### src/hw/rtl/rle2_pkg.sv
package rle2_pkg;

  localparam int QDEPTH = 4;
  localparam int QAW    = $clog2(QDEPTH);

  localparam logic [7:0] BYTE_ZERO = 8'd0;
  localparam logic [7:0] BYTE_RUN  = 8'd128;
  localparam logic [7:0] BYTE_ESC  = 8'd129;
  localparam logic [7:0] BYTE_LONG = 8'd255;

  typedef enum logic [2:0] {
    PH_START  = 3'd0,
    PH_SKIP   = 3'd1,
    PH_WIDTH  = 3'd2,
    PH_HEIGHT = 3'd3,
    PH_COUNT  = 3'd4,
    PH_VALUE  = 3'd5
  } phase_e;

  typedef enum logic [1:0] {
    CMD_SINGLE = 2'd0,
    CMD_TWO    = 2'd1,
    CMD_LONG   = 2'd2,
    CMD_MAX    = 2'd3
  } cmd_kind_e;

  typedef struct packed {
    cmd_kind_e  kind;
    logic [7:0] aux;
    logic [7:0] val;
    logic       done;
  } cmd_t;

  function automatic logic [7:0] esc_or_val(input logic [7:0] v, input logic second);
    esc_or_val = (v[7] && !second) ? BYTE_ESC : v;
  endfunction

  function automatic logic [2:0] cmd_len(input cmd_t c);
    logic [2:0] s;
    s = c.val[7] ? 3'd2 : 3'd1;
    unique case (c.kind)
      CMD_SINGLE: cmd_len = s;
      CMD_TWO:    cmd_len = 3'd2;
      CMD_LONG:   cmd_len = 3'd4;
      CMD_MAX:    cmd_len = 3'd4 + s;
      default:    cmd_len = 3'd1;
    endcase
  endfunction

  function automatic logic [7:0] cmd_byte(input cmd_t c, input logic [2:0] idx);
    unique case (c.kind)
      CMD_SINGLE: cmd_byte = esc_or_val(c.val, idx[0]);
      CMD_TWO:    cmd_byte = idx[0] ? c.val : c.aux;
      default: begin
        unique case (idx)
          3'd0:           cmd_byte = BYTE_LONG;
          3'd1, 3'd3:     cmd_byte = c.val;
          3'd2:           cmd_byte = c.aux;
          default:        cmd_byte = esc_or_val(c.val, idx[0]);
        endcase
      end
    endcase
  endfunction

endpackage

### src/hw/rtl/rle2_front.sv
module rle2_front
  import rle2_pkg::*;
(
  input  logic       clk_i,
  input  logic       rst_ni,
  input  logic       in_valid_i,
  output logic       in_ready_o,
  input  logic [7:0] in_byte_i,
  input  logic       full_i,
  output logic       push_o,
  output cmd_t       cmd_o
);

  phase_e      phase_q, phase_d;
  logic [7:0]  width_q, width_d;
  logic [15:0] total_q, total_d;
  logic [7:0]  run_q, run_d;
  logic [16:0] cells_q, cells_d;
  logic [16:0] sum;
  logic        fire;

  assign in_ready_o = !full_i;
  assign fire       = in_valid_i && in_ready_o;
  assign sum        = cells_q + 17'(run_q);

  always_ff @(posedge clk_i or negedge rst_ni) begin
    if (!rst_ni) begin
      phase_q <= PH_START;
      width_q <= '0;
      total_q <= '0;
      run_q   <= '0;
      cells_q <= '0;
    end else begin
      phase_q <= phase_d;
      width_q <= width_d;
      total_q <= total_d;
      run_q   <= run_d;
      cells_q <= cells_d;
    end
  end

  always_comb begin
    phase_d    = phase_q;
    width_d    = width_q;
    total_d    = total_q;
    run_d      = run_q;
    cells_d    = cells_q;
    push_o     = 1'b0;
    cmd_o.kind = CMD_TWO;
    cmd_o.aux  = in_byte_i;
    cmd_o.val  = BYTE_ZERO;
    cmd_o.done = 1'b0;
    if (fire) begin
      unique case (phase_q)
        PH_SKIP: phase_d = PH_WIDTH;
        PH_WIDTH: begin
          width_d = in_byte_i;
          push_o  = 1'b1;
          phase_d = PH_HEIGHT;
        end
        PH_HEIGHT: begin
          total_d = 16'(width_q) * 16'(in_byte_i);
          cells_d = '0;
          push_o  = 1'b1;
          phase_d = PH_COUNT;
        end
        PH_COUNT: begin
          run_d   = in_byte_i;
          phase_d = PH_VALUE;
        end
        PH_VALUE: begin
          cmd_o.val = in_byte_i;
          push_o    = (run_q != 8'd0);
          if (run_q == 8'd1) begin
            cmd_o.kind = CMD_SINGLE;
          end else if (!run_q[7]) begin
            cmd_o.kind = CMD_TWO;
            cmd_o.aux  = run_q | BYTE_RUN;
          end else if (run_q != BYTE_LONG) begin
            cmd_o.kind = CMD_LONG;
            cmd_o.aux  = run_q + 8'd1;
          end else begin
            cmd_o.kind = CMD_MAX;
            cmd_o.aux  = BYTE_LONG;
          end
          if (sum >= 17'(total_q)) begin
            cmd_o.done = 1'b1;
            cells_d    = '0;
            phase_d    = PH_START;
          end else begin
            cells_d = sum;
            phase_d = PH_COUNT;
          end
        end
        default: begin
          if (in_byte_i == BYTE_ZERO) begin
            phase_d = PH_SKIP;
          end else begin
            width_d = in_byte_i;
            push_o  = 1'b1;
            phase_d = PH_HEIGHT;
          end
        end
      endcase
    end
  end

endmodule

### src/hw/rtl/rle2_queue.sv
module rle2_queue
  import rle2_pkg::*;
(
  input  logic clk_i,
  input  logic rst_ni,
  input  logic push_i,
  input  cmd_t cmd_i,
  input  logic pop_i,
  output logic full_o,
  output logic empty_o,
  output cmd_t head_o
);

  cmd_t             slot_q [QDEPTH];
  logic [QAW-1:0]   wr_q, rd_q;
  logic [QAW:0]     cnt_q;

  assign full_o  = (cnt_q == (QAW+1)'(QDEPTH));
  assign empty_o = (cnt_q == '0);
  assign head_o  = slot_q[rd_q];

  always_ff @(posedge clk_i or negedge rst_ni) begin
    if (!rst_ni) begin
      wr_q  <= '0;
      rd_q  <= '0;
      cnt_q <= '0;
    end else begin
      if (push_i) wr_q <= wr_q + 1'b1;
      if (pop_i)  rd_q <= rd_q + 1'b1;
      cnt_q <= cnt_q + (QAW+1)'(push_i) - (QAW+1)'(pop_i);
    end
  end

  always_ff @(posedge clk_i) begin
    if (push_i) slot_q[wr_q] <= cmd_i;
  end

endmodule

### src/hw/rtl/rle2_back.sv
module rle2_back
  import rle2_pkg::*;
(
  input  logic       clk_i,
  input  logic       rst_ni,
  input  logic       empty_i,
  input  cmd_t       head_i,
  output logic       pop_o,
  output logic       out_valid_o,
  input  logic       out_ready_i,
  output logic [7:0] out_byte_o,
  output logic       layer_done_o,
  output logic       last_o
);

  logic       valid_q, valid_d;
  logic [2:0] idx_q, idx_d;
  logic [7:0] byte_q;
  logic       done_q, last_q;
  logic       load, fin;

  assign load = (!valid_q || out_ready_i) && !empty_i;
  assign fin  = (idx_q == cmd_len(head_i) - 3'd1);
  assign pop_o = load && fin;

  always_comb begin
    valid_d = valid_q;
    idx_d   = idx_q;
    if (load) begin
      valid_d = 1'b1;
      idx_d   = fin ? 3'd0 : idx_q + 3'd1;
    end else if (out_ready_i) begin
      valid_d = 1'b0;
    end
  end

  always_ff @(posedge clk_i or negedge rst_ni) begin
    if (!rst_ni) begin
      valid_q <= 1'b0;
      idx_q   <= '0;
    end else begin
      valid_q <= valid_d;
      idx_q   <= idx_d;
    end
  end

  always_ff @(posedge clk_i) begin
    if (load) begin
      byte_q <= cmd_byte(head_i, idx_q);
      last_q <= fin;
      done_q <= fin && head_i.done;
    end
  end

  assign out_valid_o  = valid_q;
  assign out_byte_o   = byte_q;
  assign layer_done_o = done_q;
  assign last_o       = last_q;

endmodule

### src/hw/rtl/rle_pair_to_rle2_transcoder_top.sv
// Converts an old run-length layer stream, one byte per request, into the new
// layer encoding, one byte per result request with layer_done and last flags.
// The front takes an input byte every cycle while its four-entry command queue
// has room; bytes that produce nothing (zero-run marker, skipped byte, run
// count, zero-count pair) wait only while the queue is full. The output
// serializer sends one byte per cycle while the result side is ready and the
// queue holds a command; a byte produces 0 to 6 results, and that serializer
// sets the sustained rate. The first result of a byte passes through the
// command queue and the output byte register before it is offered.
module rle_pair_to_rle2_transcoder_top
  import rle2_pkg::*;
(
  input  logic       clk_i,
  input  logic       rst_ni,
  input  logic       in_valid_i,
  output logic       in_ready_o,
  input  logic [7:0] in_byte_i,
  output logic       out_valid_o,
  input  logic       out_ready_i,
  output logic [7:0] out_byte_o,
  output logic       layer_done_o,
  output logic       last_o
);

  logic push, pop, full, empty;
  cmd_t cmd, head;

  rle2_front u_front (
    .clk_i      (clk_i),
    .rst_ni     (rst_ni),
    .in_valid_i (in_valid_i),
    .in_ready_o (in_ready_o),
    .in_byte_i  (in_byte_i),
    .full_i     (full),
    .push_o     (push),
    .cmd_o      (cmd)
  );

  rle2_queue u_queue (
    .clk_i   (clk_i),
    .rst_ni  (rst_ni),
    .push_i  (push),
    .cmd_i   (cmd),
    .pop_i   (pop),
    .full_o  (full),
    .empty_o (empty),
    .head_o  (head)
  );

  rle2_back u_back (
    .clk_i        (clk_i),
    .rst_ni       (rst_ni),
    .empty_i      (empty),
    .head_i       (head),
    .pop_o        (pop),
    .out_valid_o  (out_valid_o),
    .out_ready_i  (out_ready_i),
    .out_byte_o   (out_byte_o),
    .layer_done_o (layer_done_o),
    .last_o       (last_o)
  );

endmodule

### config.mk
export PLATFORM = sky130hd
export DESIGN_NAME = rle_pair_to_rle2_transcoder_top
export DESIGN_NICKNAME = d
export VERILOG_FILES = /design/src/hw/rtl/rle2_pkg.sv /design/src/hw/rtl/rle2_front.sv /design/src/hw/rtl/rle2_queue.sv /design/src/hw/rtl/rle2_back.sv /design/src/hw/rtl/rle_pair_to_rle2_transcoder_top.sv
export SDC_FILE = /design/constraint.sdc
export NUM_CORES = 1
export LEC_CHECK = 0
export ABC_AREA = 1
export BUFFER_PORTS_ARGS = -buffer_cell sky130_fd_sc_hd__buf_4
export CORE_MARGIN = 2
export CORE_UTILIZATION = 30
export CTS_BUF_LIST = sky130_fd_sc_hd__clkbuf_4 sky130_fd_sc_hd__clkbuf_8 sky130_fd_sc_hd__clkbuf_16
export DETAILED_ROUTE_END_ITERATION = 8
export GPL_ROUTABILITY_DRIVEN = 0
export SYNTH_ARGS = -nofsm -noshare
export SYNTH_HDL_FRONTEND = slang
export SYNTH_SLANG_ARGS = --single-unit
### constraint.sdc
create_clock -name clk_i -period 12.8 [get_ports clk_i]
set_clock_uncertainty 0.2 [all_clocks]
set_input_delay 0.64 -clock clk_i [delete_from_list [all_inputs] [get_ports clk_i]]
set_output_delay 0.64 -clock clk_i [all_outputs]
set_load 0.05 [all_outputs]
# Word level (Yosys, flattened, before mapping)

Memory sizes are Yosys's and may differ from the RTL's.
Index checks and enable logic that the tools add are counted.

Word-level logic and storage cells: 95
RAM bits: 76
Memories: 1
Input port bits: 12
Register bits: 73

Memories:

| memory         | words | width | read ports | clocked after memory_dff | write ports | line             | text |
|---|---|---|---|---|---|---|---|
| u_queue.slot_q | 4     | 19    | 1          | 0                        | 1           | rle2_queue.sv:14 | `cmd_t slot_q [QDEPTH];` |

Bitwise gates (word level): 1
Reduce and logical (&&, ||, !) cells: 25
Muxes and demuxes: 28
Eq/ne operators: 16
Multiply operators: 1
$add $sub $neg: 9
Magnitude comparators: 1

Operator list:

| kind                                                 | number |
|---|---|
| 2-to-1 mux 19 bit                                    | 2 |
| one-hot mux 17 bit (2 select lines)                  | 1 |
| 2-to-1 mux 8 bit                                     | 4 |
| one-hot mux 8 bit (2 select lines)                   | 2 |
| one-hot mux 8 bit (3 select lines)                   | 1 |
| adder 17 x 8 -> 17 bit                               | 1 |
| greater-or-equal comparator 17 x 16 -> 1 bit         | 1 |
| 2-to-1 mux 17 bit                                    | 1 |
| multiplier 8 x 8 -> 16 bit                           | 1 |
| one-hot mux 3 bit (5 select lines)                   | 1 |
| equality test 3 x 2 -> 1 bit (second input constant) | 4 |
| one-hot mux 3 bit (4 select lines)                   | 1 |
| 2-to-1 mux 10 bit                                    | 1 |
| equality test 3 bit (second input constant)          | 3 |
| 2-to-1 mux 9 bit                                     | 1 |
| adder 8 x 1 -> 8 bit (second input constant)         | 1 |
| equality test 8 x 1 -> 1 bit (second input constant) | 1 |
| zero test 8 bit                                      | 1 |
| inequality test 8 bit (second input constant)        | 1 |
| nonzero test 8 bit                                   | 1 |
| 2-to-1 mux 1 bit                                     | 7 |
| equality test 3 x 1 -> 1 bit (second input constant) | 2 |
| zero test 3 bit                                      | 2 |
| 2-to-1 mux 2 bit                                     | 3 |
| other kinds (22)                                     | 37 |

# Depth between registers and ports, before layout

Gate-level depths: netlist of the first run.
An unclocked memory read counts as a cell.

Word-level depth: 8
Mapped depth: 26
Depth with buffers taken out: 25

# Modules after synthesis

From an unflattened synthesis of the first run, not the netlist that was laid out.

Cells, all modules: 1304
Area total of the unflattened synthesis: 10498.8 um^2

Modules (own cells, without submodules):

| module     | seq. area each (um^2) | area each (um^2) | instances | cells each |
|---|---|---|---|---|
| rle2_front | 1301.2                | 5655.4           | 1         | 774 |
| rle2_queue | 2457.4                | 3609.7           | 1         | 345 |
| rle2_back  | 400.4                 | 1233.7           | 1         | 185 |

# Worst setup path after synthesis of the first run

No wires, ideal clock.

Path kind: input to register
Start: in in_byte_i[7]
End: reg u_front.total_q[13]
Setup slack: 8137 ps
Stages: 18
Arrival time: 4345 ps
Data required time: 12482 ps
Cell sequence: clkbuf_1 nand2_1 fa_1 fa_1 inv_1 fa_1 inv_1 fa_1 inv_1 ha_1 nand2_1 nand2_1 a21oi_1 o21ai_1 a21oi_1 or2_1 nand3_1 nand2_1

Cells in the longest elaborated chain, start to end: 1

RTL lines:

| what                       | line                                  | text |
|---|---|---|
| start: declaration         | rle_pair_to_rle2_transcoder_top.sv:17 | `input logic [7:0] in_byte_i,` |
| multiplier 8 x 8 -> 16 bit | rle2_front.sv:62                      | `total_d = 16'(width_q) * 16'(in_byte_i);` |
| end signal: assignment     | rle2_front.sv:36                      | `total_q <= total_d;` |
| end: declaration           | rle2_front.sv:16                      | `logic [15:0] total_q, total_d;` |

Every way passes these cells.
A chain may end at the register's enable or synchronous reset.

# Worst setup path in the final report of the first run

Start: reg u_front.width_q[0]
End: reg u_front.total_q[13]

Cells in the longest elaborated chain, start to end: 1

RTL lines:

| what                       | line             | text |
|---|---|---|
| start: declaration         | rle2_front.sv:15 | `logic [7:0] width_q, width_d;` |
| start signal: assignment   | rle2_front.sv:35 | `width_q <= width_d;` |
| multiplier 8 x 8 -> 16 bit | rle2_front.sv:62 |  |

Every way passes these cells.

==> run metrics, run 1 <==
status=finished, final reports clean; commonest non-fill, non-tap cells in the layout=nand2_1, inv_1, edfxtp_1; commonest non-fill, non-tap cell in the layout=nand2_1; multi-input logic area=0.004820 mm²; post-DP HPWL=16200 µm; nets@finish=1277; Avg Vias per Cell=between 4 and 5; die footprint=roughly 0.035 mm²; Mapped Cells=1141; Crit. End Element=register; Seq. cell area=0.004159 mm²; Peak supply drop=roughly 0.00014 V; Final setup violation count=0; area growth from synthesis to layout=11.84%; WL per Instance=around 14 µm; CP bufs+invs=3; Post-Syn Area=0.009922 mm²; clk sinks=~150; CTS tree=built; Clock Latency Late Sink=~0.43 ns; Slowest-stage cell, CP=dfrtp_1; largest net degree at the start of global routing=64; fmax=between 200 and 250 MHz; Starting DRT DRC Count=roughly 480; Initial Util=a little under a third; CP required=~13 ns; area of the core=between 0.03 and 0.04 mm²; Worst Setup Path Type=register to register; first-pass GRT wire length=approximately 37000 µm; Port Buf Inserts=23; total CTS buffers=17; CP arrival=4.71 ns; clock period minus worst slack=roughly 4.6 ns; max_slew headroom=around 43%; slew of the pin with the lowest slew margin=around 0.85 ns; share of cells above drive strength 1=7.725%; Pleak=~0.0054 µW; Worst Hold Class=input pin to async pin; routed wire length=roughly 22000 µm; RSZ-0062 raised after global routing=false; die width=between 150 and 200 µm; Seq/Total Area, Yosys=about two fifths; GRT overflow=0; fin cells=around 1.6k; Die H=about 190 µm; Unique masters post-synth=between 50 and 60; Post-DRT Antenna Nets=0; Max Slew Vio Count=0; post-cts repair resize count=0; Synth Area per Inst=~8.7 µm²; Antenna diodes=0; FP Rows=66; cell chain of the critical path=nand2_1 > fa_1 > fa_1 > inv_1 > fa_1 > inv_1 > fa_1 > inv_1 > ha_1 > nand2_1 > nand2_1 > a21oi_1 > o21ai_1 > a21oi_1 > or2_1 > nand3_1 > nand2_1; initial antenna violation count=0; P per Cell Area=281.4 mW/mm²; DRC=0; clock-pin slew on the worst setup and hold paths=0.07 ns; I/O pin count=24; Clock Tree Buf Depth=2; GRT Util Overall=between 10% and 20%; htree depth=4; slowest stage delay, CP=0.57 ns; number of max-cap violations=0; CTS Root Cell=clkbuf_16; vias in the first global route=7410; Fin. Hold Viols=0; # Post-CTS Setup Buffers=0; YS warnings=0; delay-heaviest family, CP=adder cells; Post-Place Cells=1575; # fillers=approximately 3.4k; Synth Register Bits=149; syn_nets=~1.3k; CP max FO=9; routed via count=7427; # hold bufs at CTS=0; crit share post-route=between 30% and 40%; drt pass-1 iters=5; setup TNS=0 ns; CP startpoint kind=register
synth_stat cells, drive strengths merged:
| library cell | count | area share (%) |
|---|---|---|
| nand2 | 289 | 11 |
| inv | 203 | 7.7 |
| edfxtp | 86 | 26 |
| ha | 75 | 9.5 |
| nand3 | 75 | 4.1 |
| o21ai | 73 | 3.7 |
| nor2 | 66 | 2.7 |
| dfrtp | 63 | 16 |
| a21oi | 40 | 2.1 |
| fa | 38 | 7.7 |
| clkbuf | 27 | 1.0 |
| xor2 | 23 | 2.1 |
| buf | 11 | 0.71 |
| o22ai | 10 | 0.63 |
| nor3 | 7 | 0.35 |
| o221ai | 7 | 0.62 |
| nand4 | 6 | 0.53 |
| o211ai | 6 | 0.55 |
| xnor2 | 6 | 0.53 |
| o22a | 5 | 0.44 |
| a31oi | 4 | 0.25 |
| nor4 | 3 | 0.19 |
| or2 | 3 | 0.19 |
| a32o | 2 | 0.20 |
| clkinv | 2 | 0.076 |
| nand3b | 2 | 0.15 |
| o21bai | 2 | 0.15 |
| a211oi | 1 | 0.076 |
| a221oi | 1 | 0.088 |
| a41oi | 1 | 0.088 |
| and2 | 1 | 0.088 |
| o31a | 1 | 0.088 |
| o31ai | 1 | 0.076 |
| o41ai | 1 | 0.088 |
worst paths after layout:
| path | from | cells after the start | slack [ns] | to |
|---|---|---|---|---|
| min in group clk_i | out_ready_i | 2 | 0.22 | u_back.out_valid_o |
| max in group asynchronous | rst_ni | 1 | 11.71 | u_front.width_q[2] |
| setup / recovery | u_front.width_q[0] | 17 | 8.21 | u_front.total_q[13] |
| hold / removal | rst_ni | 1 | 0.12 | u_front.cells_q[16] |
| setup reg to reg | u_front.width_q[0] | 17 | 8.21 | u_front.total_q[13] |
| hold reg to reg | u_front.total_q[12] | 2 | 0.28 | u_front.total_q[12] |
cell type report:
type	count	area share, %
Clock buffer	17	3.834
Clock inverter	15	1.285
Inverter	205	6.957
Multi-Input combinational cell	749	43.43
Sequential cell	149	37.48
Tap cell	442	4.984
Timing Repair Buffer	30	2.030
cells by family after synthesis:
family / count (synthesis) / synth area share, %
buf+inv: 243 / 9.508
compound gates: 155 / 9.130
simple gates: 452 / 19.68
fa+ha+maj: 113 / 17.12
flops: 149 / 41.92
xor+xnor: 29 / 2.636
state kept, by name, summed over array words and instances, names as in the netlist:
| name | cells |
|---|---|
| u_queue.rd_q | 2 |
| u_back.out_byte_o | 8 |
| u_queue.wr_q | 2 |
| u_queue.cnt_q | 3 |
| u_front.cells_q | 17 |
| u_back.out_valid_o | 1 |
| u_back.idx_q | 3 |
| u_front.phase_q | 3 |
| u_back.layer_done_o | 1 |
| u_back.last_o | 1 |
| u_front.width_q | 8 |
| u_queue.slot_q | 76 |
| u_front.total_q | 16 |
| u_front.run_q | 8 |
routing by layer:
| metal | track usage, % | vias to the layer above | part of all wire (%) |
|---|---|---|---|
| met4 | 5.197 | 0 | 2.5 |
| met3 | 2.700 | 29 | 4.0 |
| li1 | - | 3693 | - |
| met5 | 0 | - | 0 |
| met2 | 23.06 | 153 | 48 |
| met1 | 17.26 | 3552 | 46 |
per-stage QoR:
stage	hold slack [ns]	setup slack (ns)	power (µW)	instance area, µm²	util, %
floorplan	0.1444	8.137	2210	9922	-
global placement	0.2686	8.118	2621	10530	32.36
detailed placement	0.2718	8.058	2654	10530	32.36
CTS	0.1427	8.201	3161	11100	34.11
finish	0.1221	8.206	3122	11100	34.11
global route	0.1959	7.881	3478	11100	34.11
power by group:
group          leakage, µW  switching, µW  total, µW  internal [µW]
Clock             0.000276            215        487            272
Combinational      0.00350           1190       1850            667
Sequential         0.00162            117        781            664
No activity file was read; power rests on OpenSTA's default activity.
==> run 2, diff against run 1 <==
--- a/config.mk
+++ b/config.mk
@@ -5,7 +5,7 @@
 export SDC_FILE = /design/constraint.sdc
 export NUM_CORES = 1
 export LEC_CHECK = 0
-export ABC_AREA = 1
+export ABC_AREA = 0
 export BUFFER_PORTS_ARGS = -buffer_cell sky130_fd_sc_hd__buf_4
 export CORE_MARGIN = 2
 export CORE_UTILIZATION = 30
==> constraint.sdc (replaced) <==
create_clock -name clk_i -period 4.4 [get_ports clk_i]
set_clock_uncertainty 0.2 [all_clocks]
set_input_delay 0.22 -clock clk_i [delete_from_list [all_inputs] [get_ports clk_i]]
set_output_delay 0.22 -clock clk_i [all_outputs]
set_load 0.05 [all_outputs]
==> run metrics, run 2 <==
clock period minus worst slack=~4.3 ns; HP Start=in_byte_i[7]; initial antenna violation count=0 (unchanged); Switching Power=2656 µW (was 1519 µW); hold path endpoint=u_front.run_q[7]; fraction of registers with async set or reset after synthesis=42.28% (unchanged); reg2reg start=u_front.width_q[1] (was u_front.width_q[0]); Worst Setup Path Type=input pin to register (was register to register); largest net degree at the start of global routing=64 (unchanged); Synth area leader=edfxtp_1 (unchanged); Crit. End Element=register (unchanged); Clock Power Share=22.2% (was 15.6%); die footprint=0.03357 mm² (was 0.03454 mm²); area growth from synthesis to layout=19.41% (was 11.84%); switching fraction of total power=39.61% (was 48.66%); FP Rows=65 (was 66); clock-pin slew on the worst setup and hold paths=0.07 ns (about the same); share of cells above drive strength 1=19.59% (was 7.725%); die width=183.2 µm (was 185.9 µm); Starting DRT DRC Count=315 (was 478); RSZ-0062 raised after global routing=true (was false); Initial Util=30.54% (was 30.50%); number of max-cap violations=0 (unchanged); Synth Register Bits=149 (unchanged); post-DP HPWL=14940 µm (was 16200 µm); Post-synth top cells=nand2_1, inv_1, edfxtp_1 (unchanged); Mapped Cells=884 (was 1141); fin cells=1382 (was 1607); Pleak=0.004988 µW (was 0.005403 µW); setup TNS=0 ns (unchanged); Int Pwr=4051 µW (was 1603 µW); DRC=0 (unchanged); GRT overflow=0 (unchanged); area of the core=0.03156 mm² (was 0.03254 mm²); YS warnings=0 (unchanged); Clock Latency Late Sink=0.43 ns (about the same); fmax=approximately 230 MHz; Post-DRT Antenna Nets=0 (unchanged); Synth Area per Inst=10.90 µm² (was 8.696 µm²); Fin. Hold Viols=0 (unchanged); total power=6707 µW (was 3122 µW); Antenna diodes=0 (unchanged); Unique masters post-synth=59 (was 51); CTS Root Cell=clkbuf_16 (unchanged); Reg power frac=31.2% (was 25.0%); CP max FO=5 (was 9); nets@finish=1092 (was 1277); Clock Tree Buf Depth=2 (unchanged); final instance area=0.01151 mm² (was 0.01110 mm²); Hold Path Stages=3; CTS tree=built (unchanged); first-pass GRT wire length=34700 µm (was 37120 µm); share of the synthesized area in the top cell type=26.80% (was 26.03%); commonest non-fill, non-tap cells in the layout=nand2_1, inv_1, edfxtp_1 (unchanged); CP arrival=4.44 ns (was 4.71 ns); Avg Vias per Cell=4.842 (was 4.622); Crit Reg-Reg Endpoint=u_front.total_q[14] (was u_front.total_q[13]); CP startpoint kind=input pin (was register); routed wire length=20700 µm (was 22030 µm); Largest Register=u_queue.slot_q (unchanged); P per Cell Area=582.9 mW/mm² (was 281.4 mW/mm²); max reg flops=76 (unchanged); Post-Place Cells=1334 (was 1575); Post-synth EDFFs=86 (unchanged); total CTS buffers=17 (unchanged); Port Buf Inserts=23 (unchanged); CP startpoint=in_byte_i[6] (was u_front.width_q[0]); largest registers=u_queue.slot_q (76), u_front.cells_q (17), u_front.total_q (16) (unchanged); status=finished, final reports clean (unchanged); Die H=183.2 µm (was 185.9 µm); max_slew headroom=41.85% (was 43.01%); vias in the first global route=6812 (was 7410); htree depth=4 (unchanged); R2R setup slack=0.09 ns (was 8.21 ns); power share of the combinational group=46.6% (was 59.4%); slew of the pin with the lowest slew margin=0.8723 ns (was 0.8548 ns); GRT Util Overall=12.96% (was 13.67%); WL per Instance=14.98 µm (was 13.71 µm); CP required=4.50 ns (was 12.91 ns); routed via count=6691 (was 7427); Seq/Total Area, Yosys=43.16% (was 41.92%); synth top area cells=edfxtp_1, dfrtp_1, ha_1 (was edfxtp_1, dfrtp_1, nand2_1); clk sinks=149 (unchanged); Synth Flop Type=edfxtp_1 (unchanged); I/O pin count=24 (unchanged); syn_nets=1009 (was 1266); count leader, synth=nand2_1 (unchanged); Post-Syn Area=0.009635 mm² (was 0.009922 mm²); Final Util=36.46% (was 34.11%); Worst Hold Class=input pin to register (was input pin to async pin); Max Slew Vio Count=0 (unchanged); crit share post-route=98.54%; drt pass-1 iters=4 (was 5); Final setup violation count=0 (unchanged); Area after DPL=0.01064 mm² (was 0.01053 mm²); commonest non-fill, non-tap cell in the layout=nand2_1 (unchanged); Peak supply drop=0.0002703 V (was 0.0001441 V); R2R depth=17 (unchanged)
==> run 2: cell types whose count changed after synthesis, sizes merged, moves of 16 or more <==
| cell | delta |
|---|---|
| and3 | +16 |
| nor2 | -36 |
| and2 | +53 |
| mux2 | +20 |
| o21ai | -20 |
| mux4 | +19 |
| nand2 | -184 |
| nand3 | -60 |
| inv | -112 |
==> run 2: logic make-up after synthesis <==
| group | Yosys count | synth area share, % |
|---|---|---|
| and+or+nand+nor | 265 | 13.63 |
| AOI/OAI and AO/OA | 156 | 10.21 |
| DFF | 149 | 43.16 |
| buffers and inverters | 124 | 4.973 |
| adders and majority gates | 113 | 17.63 |
| muxes | 45 | 7.402 |
| xor gates and xnor gates | 32 | 2.987 |
==> run 2: cell type report <==
class / instances / area [µm²]
timing repair buffer: 97 / 762.0
tap: 402 / 503.0
sequential: 149 / 4164
inverter: 91 / 341.6
fill: 3150 / 20050
clock inverter: 11 / 97.59
clock buffer: 21 / 503.0
multi-input combinational: 611 / 5135
==> run 2: stage by stage <==
stage / setup WS (ns) / hold WS [ns]
after floorplan: 0.02463 / -0.2756
after global placement: -0.1836 / 0.1817
after detailed placement: -0.2379 / 0.1848
after CTS: 0.002256 / 0.01673
after global routing: -0.1267 / 0.03215
final: 0.06443 / 0.02567
==> run 2: worst max-delay path by stage <==
stage / cells past startpoint / end
floorplan: 14 / u_front.total_q[15]
global placement: 16 / u_front.total_q[15]
detailed placement: 16 / u_front.total_q[15]
CTS: 17 / u_front.total_q[12]
global route: 19 / u_front.total_q[14]
finish: 19 / u_front.total_q[14]
==> run 2: timing repair <==
action,4_1_cts,5_1_grt
setup endpoints to repair,5,27
resized for setup,7,27
endpoints found under the hold margin,75,0
setup buffers,1,6
hold buffers,9,0
pin swaps,4,11
==> run 2: metal layers <==
metal | vias to the layer above | routed length, µm | GRT usage [%]
li1 | 3267 | - | -
met1 | 3304 | 9777 | 16.58
met2 | 89 | 9983 | 21.95
met3 | 31 | 500 | 2.661
met4 | 0 | 436 | 4.224
met5 | - | 0 | 0
==> run 2: power groups by stage <==
stage / clock network (µW) / logic, µW / registers (µW)
2_1_floorplan: 0 / 2140 / 2230
3_3_place_gp: 0 / 3020 / 2110
3_5_place_dp: 0 / 3080 / 2120
4_1_cts: 1520 / 3110 / 2090
5_1_grt: 1590 / 3510 / 2130
6_report: 1490 / 3120 / 2090
==> run 2: critical path, cell delays in order <==
cell and delay [ns]:
dlygate4sd3_1 0.55, buf_6 0.12, nand2_1 0.07, fa_1 0.51, fa_1 0.52, inv_1 0.05
fa_1 0.48, inv_1 0.05, fa_1 0.49, inv_2 0.05, ha_4 0.20, buf_4 0.14
o21ai_1 0.15, nand2b_1 0.07, a31o_2 0.27, a31oi_4 0.16, a21oi_1 0.10, xnor2_1 0.15
o21ai_0 0.08
